[src/hdl/sfr_pkg.sv]
// Shared types and constants for the streaming find-and-replace block.
// No dependencies; imported by sfr_window and stream_find_replace.
package sfr_pkg;

   localparam int MAX_PATTERN     = 8;
   localparam int MAX_REPLACEMENT = 8;
   localparam int MAX_RESULTS     = (MAX_PATTERN > MAX_REPLACEMENT) ? MAX_PATTERN
                                                                    : MAX_REPLACEMENT;
   localparam int BYTE_W    = 8;
   localparam int LEN_W     = 4;
   localparam int PAT_W     = MAX_PATTERN * BYTE_W;
   localparam int REP_W     = MAX_REPLACEMENT * BYTE_W;
   localparam int CSR_W     = 64;
   localparam int CSR_IDX_W = 2;
   localparam int CNT_W     = $clog2(MAX_RESULTS + 1);

   typedef enum logic [CSR_IDX_W-1:0] {
      REG_PATTERN_LENGTH     = 2'd0,
      REG_PATTERN_BYTES      = 2'd1,
      REG_REPLACEMENT_LENGTH = 2'd2,
      REG_REPLACEMENT_BYTES  = 2'd3
   } csr_index_type;

   // Active configuration, lengths already clamped
   typedef struct packed {
      logic [LEN_W-1:0] plen;
      logic [PAT_W-1:0] pattern;
      logic [LEN_W-1:0] rlen;
      logic [REP_W-1:0] replacement;
   } cfg_type;

   // Results produced by one input transaction
   typedef struct packed {
      logic [MAX_RESULTS-1:0][BYTE_W-1:0] data;
      logic [CNT_W-1:0]                   count;  // includes a bare end marker
      logic                               bare;   // end marker without data
      logic                               eos;
   } burst_type;

endpackage

[src/hdl/sfr_window.sv]
// Match window: holds the latest bytes, compares against the pattern and
// builds the burst of results for each input transaction. Uses sfr_pkg.
module sfr_window import sfr_pkg::*; (
   input  logic              clock,
   input  logic              reset,
   input  logic              step,
   input  logic              clear,
   input  logic [BYTE_W-1:0] in_byte,
   input  logic              in_last,
   input  cfg_type           cfg,
   output burst_type         burst
);

   logic [BYTE_W-1:0] win_ff [MAX_PATTERN];
   logic [BYTE_W-1:0] win_in [MAX_PATTERN];
   logic [BYTE_W-1:0] wcur   [MAX_PATTERN];
   logic [LEN_W-1:0]  fill_ff;
   logic [LEN_W-1:0]  fill_in;
   logic [LEN_W-1:0]  fill0;
   logic [LEN_W-1:0]  newfill;
   logic              full;
   logic              match;
   logic [LEN_W-1:0]  count;

   always_comb begin
      fill0   = (fill_ff >= cfg.plen) ? '0 : fill_ff;
      newfill = fill0 + LEN_W'(1);
      full    = (newfill == cfg.plen);
      for (int i = 0; i < MAX_PATTERN; i++) begin
         wcur[i] = (fill0 == LEN_W'(i)) ? in_byte : win_ff[i];
      end
      match = 1'b1;
      for (int i = 0; i < MAX_PATTERN; i++) begin
         if ((LEN_W'(i) < cfg.plen) && (wcur[i] != cfg.pattern[i*BYTE_W +: BYTE_W])) begin
            match = 1'b0;
         end
      end
      // shifted window for the no-match case
      for (int i = 0; i < MAX_PATTERN - 1; i++) begin
         win_in[i] = wcur[i+1];
      end
      win_in[MAX_PATTERN-1] = wcur[MAX_PATTERN-1];

      burst.data = '0;
      for (int i = 0; i < MAX_PATTERN; i++) begin
         burst.data[i] = wcur[i];
      end

      if (cfg.plen == '0) begin
         burst.data[0] = in_byte;
         count         = LEN_W'(1);
         fill_in       = '0;
      end else if (full && match) begin
         for (int i = 0; i < MAX_REPLACEMENT; i++) begin
            burst.data[i] = cfg.replacement[i*BYTE_W +: BYTE_W];
         end
         count   = cfg.rlen;
         fill_in = '0;
      end else if (full) begin
         // oldest byte goes out; on the last byte the rest follows
         count   = in_last ? cfg.plen : LEN_W'(1);
         fill_in = cfg.plen - LEN_W'(1);
      end else begin
         count   = in_last ? newfill : '0;
         fill_in = newfill;
      end
      if (in_last) begin
         fill_in = '0;
      end

      burst.bare  = in_last && (count == '0);
      burst.count = burst.bare ? CNT_W'(1) : CNT_W'(count);
      burst.eos   = in_last;
   end

   always_ff @(posedge clock) begin
      if (reset) begin
         fill_ff <= '0;
      end else if (clear) begin
         fill_ff <= '0;
      end else if (step) begin
         fill_ff <= fill_in;
      end
   end

   // window contents: no reset, entries at or above the fill are never read
   always_ff @(posedge clock) begin
      if (step && (cfg.plen != '0)) begin
         for (int i = 0; i < MAX_PATTERN; i++) begin
            win_ff[i] <= (full && !match) ? win_in[i] : wcur[i];
         end
      end
   end

endmodule

[src/hdl/stream_find_replace.sv]
// Streaming find-and-replace: top level with configuration registers and the
// result burst buffer. Uses sfr_pkg and sfr_window.
// Latency: first result of a transaction is offered the cycle after it is accepted.
// Throughput: one byte per cycle while each byte yields at most one result and
// the output is not stalled; a burst of N results (replacement or final flush,
// N up to 8) drains one by one; the input is stalled until the last of them leaves.
// Reset: synchronous, active high; clears registers, window fill and buffer.
module stream_find_replace import sfr_pkg::*; (
   input  logic                 clock,
   input  logic                 reset,
   // input stream
   input  logic                 req_valid,
   output logic                 req_stall,
   input  logic [BYTE_W-1:0]    req_in_byte,
   input  logic                 req_in_last,
   // result stream
   output logic                 rsp_valid,
   input  logic                 rsp_stall,
   output logic [BYTE_W-1:0]    rsp_out_byte,
   output logic                 rsp_byte_valid,
   output logic                 rsp_end_of_string,
   // configuration writes
   input  logic                 csr_valid,
   output logic                 csr_ready,
   input  logic [CSR_IDX_W-1:0] csr_index,
   input  logic [CSR_W-1:0]     csr_data
);

   // ---------------------------------------------------------------
   // Configuration registers (raw lengths stored, clamped on use)
   // ---------------------------------------------------------------
   logic [LEN_W-1:0] plen_ff;
   logic [PAT_W-1:0] pattern_ff;
   logic [LEN_W-1:0] rlen_ff;
   logic [REP_W-1:0] replacement_ff;
   logic             csr_write;
   logic             plen_write;
   csr_index_type    csr_sel;
   cfg_type          cfg;

   assign csr_ready  = 1'b1;
   assign csr_write  = csr_valid && csr_ready;
   assign csr_sel    = csr_index_type'(csr_index);
   assign plen_write = csr_write && (csr_sel == REG_PATTERN_LENGTH);

   always_ff @(posedge clock) begin
      if (reset) begin
         plen_ff        <= '0;
         pattern_ff     <= '0;
         rlen_ff        <= '0;
         replacement_ff <= '0;
      end else if (csr_write) begin
         unique case (csr_sel)
            REG_PATTERN_LENGTH:     plen_ff        <= csr_data[LEN_W-1:0];
            REG_PATTERN_BYTES:      pattern_ff     <= csr_data[PAT_W-1:0];
            REG_REPLACEMENT_LENGTH: rlen_ff        <= csr_data[LEN_W-1:0];
            REG_REPLACEMENT_BYTES:  replacement_ff <= csr_data[REP_W-1:0];
            default: ;
         endcase
      end
   end

   // oversized lengths saturate at the maximum
   always_comb begin
      cfg.plen        = (plen_ff > LEN_W'(MAX_PATTERN)) ? LEN_W'(MAX_PATTERN) : plen_ff;
      cfg.rlen        = (rlen_ff > LEN_W'(MAX_REPLACEMENT)) ? LEN_W'(MAX_REPLACEMENT)
                                                             : rlen_ff;
      cfg.pattern     = pattern_ff;
      cfg.replacement = replacement_ff;
   end

   // ---------------------------------------------------------------
   // Input handshake: take a byte when the buffer is empty or is
   // handing over its final result this cycle.
   // ---------------------------------------------------------------
   logic [CNT_W-1:0]                   cnt_ff;
   logic [CNT_W-1:0]                   cnt_in;
   logic [MAX_RESULTS-1:0][BYTE_W-1:0] data_ff;
   logic [MAX_RESULTS-1:0][BYTE_W-1:0] data_in;
   logic                               bare_ff;
   logic                               bare_in;
   logic                               eos_ff;
   logic                               eos_in;
   logic                               step;
   logic                               take;
   burst_type                          burst;

   assign rsp_valid = (cnt_ff != '0);
   assign take      = rsp_valid && !rsp_stall;
   assign req_stall = !((cnt_ff == '0) || ((cnt_ff == CNT_W'(1)) && !rsp_stall));
   assign step      = req_valid && !req_stall;

   sfr_window u_window (
      .clock   (clock),
      .reset   (reset),
      .step    (step),
      .clear   (plen_write),
      .in_byte (req_in_byte),
      .in_last (req_in_last),
      .cfg     (cfg),
      .burst   (burst)
   );

   // ---------------------------------------------------------------
   // Result buffer: loads a whole burst, drains one result per
   // transaction from entry 0 by shifting.
   // ---------------------------------------------------------------
   always_comb begin
      cnt_in  = cnt_ff;
      data_in = data_ff;
      bare_in = bare_ff;
      eos_in  = eos_ff;
      if (step && (burst.count != '0)) begin
         cnt_in  = burst.count;
         data_in = burst.data;
         bare_in = burst.bare;
         eos_in  = burst.eos;
      end else if (take) begin
         cnt_in = cnt_ff - CNT_W'(1);
         for (int i = 0; i < MAX_RESULTS - 1; i++) begin
            data_in[i] = data_ff[i+1];
         end
      end
   end

   always_ff @(posedge clock) begin
      if (reset) begin
         cnt_ff <= '0;
      end else begin
         cnt_ff <= cnt_in;
      end
   end

   always_ff @(posedge clock) begin
      data_ff <= data_in;
      bare_ff <= bare_in;
      eos_ff  <= eos_in;
   end

   assign rsp_out_byte      = bare_ff ? '0 : data_ff[0];
   assign rsp_byte_valid    = !bare_ff;
   assign rsp_end_of_string = eos_ff && (cnt_ff == CNT_W'(1));

`ifndef SYNTHESIS
   // buffer never holds more than one burst
   assert property (@(posedge clock) disable iff (reset)
      cnt_ff <= CNT_W'(MAX_RESULTS))
      else $error("result buffer overfilled");

   // new byte only while the buffer is empty or finishing
   assert property (@(posedge clock) disable iff (reset)
      step |-> (cnt_ff <= CNT_W'(1)))
      else $error("byte accepted over pending results");

   // a bare marker is always the end of a string
   assert property (@(posedge clock) disable iff (reset)
      (rsp_valid && !rsp_byte_valid) |-> rsp_end_of_string)
      else $error("bare result without end of string");

   // a bare marker is a burst of one
   assert property (@(posedge clock) disable iff (reset)
      (rsp_valid && bare_ff) |-> (cnt_ff == CNT_W'(1)))
      else $error("bare marker inside a longer burst");
`endif

endmodule
[config.mk]
export PLATFORM = sky130hd
export DESIGN_NAME = stream_find_replace
export DESIGN_NICKNAME = d
export VERILOG_FILES = /design/src/hdl/sfr_pkg.sv /design/src/hdl/sfr_window.sv /design/src/hdl/stream_find_replace.sv
export SDC_FILE = /design/constraint.sdc
export NUM_CORES = 1
export LEC_CHECK = 0
export BUFFER_PORTS_ARGS = -buffer_cell sky130_fd_sc_hd__clkbuf_2
export CELL_PAD_IN_SITES_DETAIL_PLACEMENT = 1
export CELL_PAD_IN_SITES_GLOBAL_PLACEMENT = 1
export CORE_MARGIN = 8
export CORE_UTILIZATION = 43
export DETAILED_ROUTE_END_ITERATION = 10
export PLACE_DENSITY_LB_ADDON = 0.12
export SLEW_MARGIN = 0
export SYNTH_ARGS = -nofsm -noshare
export SYNTH_HDL_FRONTEND = slang
export SYNTH_SLANG_ARGS = --single-unit
[constraint.sdc]
create_clock -name clock -period 5.4 [get_ports clock]
set_input_delay 0.27 -clock clock [delete_from_list [all_inputs] [get_ports clock]]
set_output_delay 0.27 -clock clock [all_outputs]
set_load 0.03 [all_outputs]
# Word-level counts from Yosys, hierarchy flattened
# Memory sizes are Yosys's and may differ from the RTL's.
# Cells that the tools add are included.
dict set report totals {
  mem_count 1
  word_cells 134
  latch_bits 0
  output_inout_bits 13
  input_bits 80
  ram_bits 64
  rom_bits 0
  regBits 210
}
# name depth word_bits read_ports rd_ports_with_merged_regs wr line_no
set memory_table {}
lappend memory_table {u_window.win_ff 8 8 8 0 8 sfr_window.sv:14} ;# logic [BYTE_W-1:0] win_ff [MAX_PATTERN];
dict set report classes {
  n_eq_ne 20
  n_bitwise 0
  reduce_logical 37
  n_lt_le_gt_ge 11
  shifts 0
  n_mul 0
  n_mux 46
  n_div 0
  n_addsub 3
}
# cell n
set op_table {}
lappend op_table {{$mux W56} 3}
lappend op_table {{$mux W8} 17}
lappend op_table {{$mux W64} 1}
lappend op_table {{$ne A8 B8 Y1} 8}
lappend op_table {{$mux W4} 15}
lappend op_table {{$logic_and A1 B1 Y1} 18}
lappend op_table {{$eq A4 B3 Y1 const B} 4}
lappend op_table {{$logic_not A4 Y1} 4}
lappend op_table {{$lt A3 B4 Y1 const A} 4}
lappend op_table {{$reduce_bool A4 Y1} 3}
lappend op_table {{$mux W1} 10}
lappend op_table {{$eq A4 B1 Y1 const B} 2}
lappend op_table {{$eq A4 B2 Y1 const B} 2}
lappend op_table {{$gt A4 B4 Y1 const B} 2}
lappend op_table {{$lt A1 B4 Y1 const A} 2}
lappend op_table {{$lt A2 B4 Y1 const A} 2}
lappend op_table {{$reduce_and A2 Y1} 4}
lappend op_table {{$sub A4 B1 Y4 const B} 2}
lappend op_table {{$add A4 B1 Y4 const B} 1}
lappend op_table {{$eq A2 B2 Y1 const B} 2}
lappend op_table {{$eq A4 B4 Y1} 1}
lappend op_table {{$ge A4 B4 Y1} 1}
lappend op_table {{$logic_not A1 Y1} 4}
lappend op_table {{$eq A2 B1 Y1 const B} 1}
lappend op_table {{4 further kinds} 4}

# Longest topological paths before layout
# Gate-level depths: netlist (run 1).
dict set report depth {
  ltp_word 25
  ltp_mapped 19
  ltp_nobuf 14
}

# Modules after synthesis
# From an unflattened synthesis (run 1), not the netlist that was laid out.
dict set report hier_totals {
  hier_cells 1541
  hier_area_um2 15004.4
}
# mod cells_per_inst instances seq_area_each_um2 area_per_inst_um2
set by_module_without_submodules {}
lappend by_module_without_submodules {stream_find_replace 770 1 4784.6 7780.0}
lappend by_module_without_submodules {sfr_window 771 1 2001.9 7224.4}

# Worst setup path before layout (run 1)
# OpenSTA, ideal clock, no wires.
dict set report synth_timing {
  path_type {register to register}
  from {register plen_ff[3]}
  to {register data_ff[0] (netlist name), enable pin}
  synth_period_minus_slack_ns 5.412
  setup_slack_ns -0.012
  setup_time_ns 0.642
  t_arrival_ns 4.770
  path_stages_with_launch 18
  path_cell_list {dfxtp_1 inv_1 nand2_1 inv_1 ha_1 nor3b_4 o211ai_4 nor2_8 mux2i_2 o221ai_1 or4b_4 o31a_4 nor2_4 a311o_1 buf_4 buf_8 buf_12 nand2b_1}
}
dict set report synth_between {
  elab_chain_len 25
}
# element line_no
set synth_lines {}
lappend synth_lines {{start, declared} stream_find_replace.sv:32} ;# logic [LEN_W-1:0] plen_ff;
lappend synth_lines {{start signal, assigned} stream_find_replace.sv:54} ;# REG_PATTERN_LENGTH: plen_ff <= csr_data[LEN_W-1:0];
lappend synth_lines {{$gt A4 B4 Y1} stream_find_replace.sv:65} ;# cfg.plen = (plen_ff > LEN_W'(MAX_PATTERN)) ? LEN_W'(MAX_PATTERN) : plen_ff;
lappend synth_lines {{$mux W4 *} stream_find_replace.sv:65}
lappend synth_lines {{$ge A4 B4 Y1} sfr_window.sv:26} ;# fill0 = (fill_ff >= cfg.plen) ? '0 : fill_ff;
lappend synth_lines {{$mux W4} sfr_window.sv:26}
lappend synth_lines {{$logic_not A4 Y1} sfr_window.sv:30} ;# wcur[i] = (fill0 == LEN_W'(i)) ? in_byte : win_ff[i];
lappend synth_lines {{$mux W8} sfr_window.sv:30}
lappend synth_lines {{$ne A8 B8 Y1} sfr_window.sv:34} ;# if ((LEN_W'(i) < cfg.plen) && (wcur[i] != cfg.pattern[i*BYTE_W +: BYTE_W])) begin
lappend synth_lines {{$logic_and A1 B1 Y1} sfr_window.sv:34}
lappend synth_lines {{[9 not listed]} --}
lappend synth_lines {{$mux W4} sfr_window.sv:53} ;# end else if (full && match) begin
lappend synth_lines {{$mux W4 *} sfr_window.sv:49} ;# if (cfg.plen == '0) begin
lappend synth_lines {{$logic_not A4 Y1} sfr_window.sv:71} ;# burst.bare = in_last && (count == '0);
lappend synth_lines {{$logic_and A1 B1 Y1} sfr_window.sv:71}
lappend synth_lines {{$mux W4 *} sfr_window.sv:72} ;# burst.count = burst.bare ? CNT_W'(1) : CNT_W'(count);
lappend synth_lines {{$reduce_bool A4 Y1 *} stream_find_replace.sv:113} ;# if (step && (burst.count != '0)) begin
lappend synth_lines {{$logic_and A1 B1 Y1 *} stream_find_replace.sv:113}
lappend synth_lines {{$reduce_bool A2 Y1 (no line) *} --}
lappend synth_lines {{end signal, assigned} stream_find_replace.sv:135} ;# data_ff <= data_in;
lappend synth_lines {{end, declared} stream_find_replace.sv:78} ;# logic [MAX_RESULTS-1:0][BYTE_W-1:0] data_ff;
# Mark *: on every way between the ends. The rest lies on a longest branch, timed or not.
# A chain may end at the register's enable or synchronous reset.

==> results of run 1 <==
-- power breakdown --
part / internal, W / leakage [nW] / switching, W / total [W]
sequential: 0.00266 / 2.32 / 0.000184 / 0.00285
clock: 0.00117 / 0.466 / 0.000866 / 0.00203
combinational: 0.000567 / 3.55 / 0.000893 / 0.00146
total: 0.00440 / 6.34 / 0.00194 / 0.00634
-- synth_stat cells, drive strengths merged, types with 6 or more instances --
library cell | instances | area (um^2)
nor4 | 15 | 108.9
inv | 93 | 349.1
mux2i | 156 | 1578
nor2b | 15 | 93.84
xnor2 | 50 | 437.9
nand2 | 294 | 1111
a21oi | 171 | 859.6
buf | 40 | 261.5
nand3 | 22 | 110.1
clkbuf | 55 | 206.5
nand4 | 19 | 118.9
nor2 | 53 | 227.7
o221ai | 7 | 61.31
dfxtp | 144 | 2883
a21boi | 7 | 52.55
mux2 | 58 | 675.7
xor2 | 40 | 350.3
nand2b | 6 | 37.54
and2 | 8 | 50.05
o21ai | 15 | 86.34
a22o | 9 | 78.83
ha | 10 | 125.1
edfxtp | 130 | 3904
o22ai | 15 | 93.84
-- metal layers --
metal / track usage, % / vias to the layer above / wire [um]
met4: 8.474 / 0 / 1727
met1: 29.73 / 5832 / 20590
met5: 0 / - / 0
met3: 3.252 / 89 / 2130
met2: 43.55 / 268 / 24510
li1: - / 5524 / -
-- state kept, by name (all words and copies together) (netlist names) --
register and cells:
bare_ff 1, cnt_ff 4, data_ff 64, eos_ff 1, pattern_ff 64, plen_ff 4
replacement_ff 64, rlen_ff 4, u_window.fill_ff 4, u_window.win_ff 64
-- path summary, 6_finish.rpt --
path	start	to	depth (start not counted)
worst min register to register	replacement_ff[37]	replacement_ff[37]	2
worst max-delay path	plen_ff[3]	data_ff[43]	16
worst max register to register	plen_ff[3]	data_ff[43]	16
worst min-delay path	csr_data[2]	replacement_ff[2]	3
-- worst min-delay path: cells and delay by family --
family                 cells  cell delay, ns
AND/OR/NAND/NOR            1            0.08
AO/OA/AOI/OAI              1            0.06
buffers and inverters      1            0.15
-- area by class of cell --
type	instances	share of cell area, %
diodes	1	0.01461
clock buffers	49	5.158
clock inverters	8	0.4676
inverters	93	2.038
multi-input cells	1046	40.72
flip-flops and latches	274	39.63
well taps	448	3.273
repair buffers	201	8.694
-- stage by stage --
step	hold slack (ns)	util, %	instances	setup slack (ns)	power, W
final	0.04303	51.20	2120	0.3100	0.006338
after global routing	0.03705	51.20	2120	0.02851	0.006583
after CTS	0.01318	51.16	2118	0.2268	0.006388
after detailed placement	0.4468	46.42	1999	0.2584	0.004300
after global placement	0.4432	46.42	1999	0.4258	0.004256
after floorplan	0.3689	-	1508	0.5674	0.003780
-- what timing repair did --
action | CTS | global route
hold buffers | 62 | 0
hold endpoints to repair | 128 | 0
buffers inserted | 0 | 1
resized for setup | 0 | 1
setup endpoints to repair | 0 | 14
-- kinds of logic (layout without fill, tap and decap cells) --
kind of cell / after synthesis / in the layout
buf+inv: 188 / 351
other cells: 1 / 2
compound gates: 273 / 273
simple gates: 458 / 458
flops: 274 / 274
mux: 214 / 214
xor+xnor: 90 / 90
fa+ha+maj: 10 / 10
==> results.ini, run 1 <==
[placed_design]
place.gp.congestion=0.8642
dpl_cell_area_mm2=0.01553
dp_hpwl_um=34910
port_buffers=91

[power_and_ir_drop]
ir_drop_uv=305.7
power_leakage_nw=6.338
power_density_mw_per_mm2=370.1

[grt]
track_usage_pct=24.34
grt_pass1_wl_um=74290
grt_overflow=0
grt_pass1_vias=12315
antenna_found_initial=1
grt_max_degree=76

[logic_synthesis]
ys_async_sr_fraction_pct=0
avgSynthCellArea_um2=9.644
synth_cell_types=82
synth_xor_area_share_pct=5.420
syn-instance-count=1508
ys_warn_count=0
syn_nets=1598
synth_compound_area_share_pct=11.77
synth_ff_type=dfxtp_1
yosys-mux-area-fraction_pct=15.50
synth_simple_gate_area_share_pct=14.14
synth_top_family_by_area=multiplexers
synthAdderAreaFrac_pct=0.8604
syn_area_mm2=0.01454
ys_seq_elements=274
synth_seq_area_share_pct=46.67
synth-edff-count=130

[finish]
syn_to_final_growth_pct=17.76
final.fill_count=3770
final_common_cell=nand2_1
multi_input_area_mm2=0.006974
drive_gt1_share_pct=14.18
final_nets=1737
final_area_mm2=0.01713
regArea_mm2=0.006787
final_cell_mix=293 x nand2_1, 170 x a21oi_1, 153 x mux2i_1

[critical_path]
critPathArrivalTime_ns=5.41
path_class=flop to flop
required_ns=5.72
cp_num_buf_inv=4
crit_chain=inv_1 > nand2_1 > inv_1 > ha_1 > nor3b_4 > buf_4 > o211ai_4 > nor2_8 > mux2i_1 > o21bai_1 > or4b_4 > o31a_4 > nor2_4 > a311o_2 > buf_4 > mux2_1
max_stage_delay_ns=0.53
critPathMaxFanout=13
cp_slowest_cell=or4b_4
worst_setup_path_end_kind=flop
start_kind=flop
reg2reg_setup_slack_ns=0.31
crit_family=simple AND/OR/NAND/NOR gates

[detailed_routing]
viasPerCell=5.525
wire_per_inst_um=23.09
drt_iter0_drc=757
ant_nets=0
drc=0
wirelength_um=48950
dr.pass1.iters=4
vias=11713

[clocking]
cts-htree-levels=1
clk_pin_slew_ns=0.06
cts_num_sinks=274
clk_latency_ns=0.58
tritoncts=yes
cts-root-buf=clkbuf_16
cts_buffers=31
clk_path_buf_depth=3

[timing]
hold_violations=0
setup_viol=0
finalCritPeriodShare_pct=94.26
rsz0062_at_grt=no
clock_skew_ns=0.01464
clock.fmax_mhz=196.5
period_needed_ns=5.090
tightest_slew_ns=0.9952
finalSetupTns_ns=0
drv_slew=0
slew_headroom_pct=33.51

[floorplanning]
start_util_pct=43.48
die_area_mm2=0.03996
die_w_um=199.9
die_h_um=199.9
rows=67
ios=93
core_mm2=0.03345

[status]
status=finished clean

[flow_run]
max_cap_violations=0

[hold_path]
hold_class=input port to flop

Power figures use the tool's default switching activity.
==> inputs of run 2 (changes only) <==
--- a/config.mk
+++ b/config.mk
@@ -6,10 +6,8 @@
 export NUM_CORES = 1
 export LEC_CHECK = 0
 export BUFFER_PORTS_ARGS = -buffer_cell sky130_fd_sc_hd__clkbuf_2
-export CELL_PAD_IN_SITES_DETAIL_PLACEMENT = 1
-export CELL_PAD_IN_SITES_GLOBAL_PLACEMENT = 1
 export CORE_MARGIN = 8
-export CORE_UTILIZATION = 43
+export CORE_UTILIZATION = 55
 export DETAILED_ROUTE_END_ITERATION = 10
 export PLACE_DENSITY_LB_ADDON = 0.12
 export SLEW_MARGIN = 0
==> run 2 against run 1 <==
Critical path type unchanged; clock skew barely moved; worst setup slack improved by 0.10 ns; largest power group unchanged; first-iteration DRC count rose by 20%; routed wire length fell by 14%; largest cell class unchanged.
==> results.ini, run 2 (synthesis results as in run 1) <==
[critical_path]
timing.rr.start=plen_ff[3]
timing.rr.end=u_window.win_ff[0][16]
required_ns=5.68  ; -0.04 ns
critPathArrivalTime_ns=5.27  ; -0.14 ns
reg2reg_setup_slack_ns=0.41  ; +0.10 ns
worst_setup_path_end_kind=flop
critPathMaxFanout=48  ; +35
rr_worst_depth=16  ; unchanged
path_class=flop to flop
start_kind=flop

[timing]
period_needed_ns=4.990  ; -0.09982 ns
clock_skew_ns=0.01417  ; -0.0004767 ns
worst_hold_slack_ns=0.01538  ; -0.02765 ns
finalSetupTns_ns=0  ; unchanged
slew_headroom_pct=37.45  ; +3.9 points
drv_slew=0  ; unchanged
finalCritPeriodShare_pct=92.41  ; -1.8 points
clock.fmax_mhz=200.4  ; +2.0%
tightest_slew_ns=0.9383  ; -0.05689 ns
setup_viol=0  ; unchanged
rsz0062_at_grt=no
hold_violations=0  ; unchanged

[clocking]
clk_pin_slew_ns=0.07  ; about the same
ctsResizeCount=0  ; unchanged
cts-root-buf=clkbuf_16
ctsHoldBuffers=60  ; -3.2%
clk_latency_ns=0.57  ; about the same
cts_buffers=29  ; -6.5%
clk_path_buf_depth=3  ; unchanged
tritoncts=yes
cts_setup_buffers=0  ; unchanged
cts-htree-levels=1  ; unchanged
cts_num_sinks=274  ; unchanged

[hold_path]
holdPathEnd=pattern_ff[2]
hold_path.startpoint=csr_data[2]
hold_class=input port to flop
hold_depth=3  ; unchanged

[placed_design]
place.gp.congestion=0.9246  ; +7.0%
port_buffers=91  ; unchanged
dp_hpwl_um=28810  ; -17%

[finish]
drive_gt1_share_pct=13.78  ; -0.40 points
final_cell_mix=293 x nand2_1, 170 x a21oi_1, 154 x mux2i_1
fin_util_pct=64.99  ; +14 points
syn_to_final_growth_pct=16.12
diodes=0  ; -1
final_nets=1721  ; -0.92%
final.fill_count=2193  ; -42%
final_common_cell=nand2_1

[detailed_routing]
vias=11547  ; -1.4%
drt_iter0_drc=912  ; +20%
dr.pass1.iters=5  ; +1
ant_nets=0  ; unchanged
dr_wl_met2_um=20380  ; -17%
routed.top_layer=met4
wire_per_inst_um=21.04  ; -8.9%
drc=0  ; unchanged
wl_met1_um=17640  ; -14%
wl_met3_um=2526  ; +19%
wirelength_um=41860  ; -14%
viasPerCell=5.805  ; +5.1%

[status]
status=finished clean

[power_and_ir_drop]
pwr-share-clk_pct=32.6  ; +0.5 points
switching_power_w=0.001893  ; -2.5%
p_comb_share_pct=22.3  ; -0.7 points
power_leakage_nw=6.299  ; -0.60%
power_density_mw_per_mm2=374.5  ; +1.2%
p_seq_share_pct=45.0  ; about the same
switching_share_pct=29.94  ; -0.71 points
ir_drop_uv=297.2  ; -2.8%
p_int_w=0.004431  ; +0.80%

[flow_run]
max_cap_violations=0  ; unchanged

[grt]
antenna_found_initial=0  ; -1
track_usage_pct=26.01  ; +1.7 points
grt_pass1_wl_um=64680  ; -13%
grt_pass1_vias=11419  ; -7.3%
grt_overflow=0  ; unchanged
grt_max_degree=80  ; +5.3%

[floorplanning]
start_util_pct=55.97  ; +12 points
die_w_um=178.6  ; -11%
die_area_mm2=0.03190  ; -20%
ios=93  ; unchanged
die_h_um=178.6  ; -11%
core_mm2=0.02598  ; -22%
rows=59  ; -12%

-- run 2: changes by cell type in the layout (fill, tap and decap cells not counted), moves of 2 or more --
cell | before | now
buf_4 | 45 | 33
clkbuf_8 | 4 | 7
clkinv_2 | 3 | 5
clkinv_1 | 2 | 0
clkbuf_1 | 14 | 8
dlygate4sd3_1 | 62 | 60
-- run 2: how the worst max path moves through the flow --
stage	start	depth (start not counted)	slack, ns	to
final	plen_ff[3]	16	0.41	u_window.win_ff[0][16]
after floorplan	plen_ff[3]	17	0.57	data_ff[0]
after global placement	plen_ff[3]	16	0.55	u_window.win_ff[0][26]
after detailed placement	plen_ff[3]	16	0.45	u_window.win_ff[0][16]
after global routing	plen_ff[3]	15	0.1	data_ff[27]
after CTS	plen_ff[3]	16	0.41	u_window.win_ff[0][16]
-- run 2: layer usage --
layer,up-vias,track usage [%]
met5,-,0
met4,0,8.577
met3,85,3.535
met2,382,44.37
met1,5590,33.52
li1,5490,-
-- run 2: layout make-up --
class | count | area [um^2] | share of cell area (%)
Clock buffer | 45 | 877.1 | 5.194
Clock inverter | 9 | 111.4 | 0.6594
Inverter | 93 | 349.1 | 2.067
Multi-Input combinational cell | 1046 | 6965 | 41.25
Sequential cell | 274 | 6787 | 40.19
Tap cell | 335 | 419.2 | 2.482
Timing Repair Buffer | 187 | 1379 | 8.165
-- run 2: through the flow --
stage	total power [W]	setup slack (ns)	instance area, um^2	instances
3_3_place_gp	0.004223	0.5549	15300	1875
5_1_grt	0.006541	0.09590	16890	1989
6_report	0.006324	0.4098	16890	1989
4_1_cts	0.006347	0.4104	16890	1989
3_5_place_dp	0.004258	0.4549	15300	1875
2_1_floorplan	0.003780	0.5674	14550	1508
-- run 2: critical path: stages (launching register included) --
cell and delay, ns:
dfxtp_1 0.47, inv_1 0.13, nand2_1 0.18, inv_1 0.10
ha_1 0.31, nor3b_4 0.36, o211ai_4 0.20, nor2_8 0.26
mux2i_2 0.38, o221ai_1 0.16, or4b_4 0.58, o31ai_4 0.32
buf_4 0.29, nand2_1 0.09, and2_4 0.40, buf_4 0.30
mux2i_1 0.12
-- run 2: power by group through the flow --
stage / registers, W / clock network, W / logic (W)
final: 0.00285 / 0.00206 / 0.00141
after global routing: 0.00287 / 0.00217 / 0.00151
after CTS: 0.00285 / 0.00209 / 0.00141
after detailed placement: 0.00289 / 0 / 0.00137
after global placement: 0.00289 / 0 / 0.00134
after floorplan: 0.00278 / 0 / 0.000996
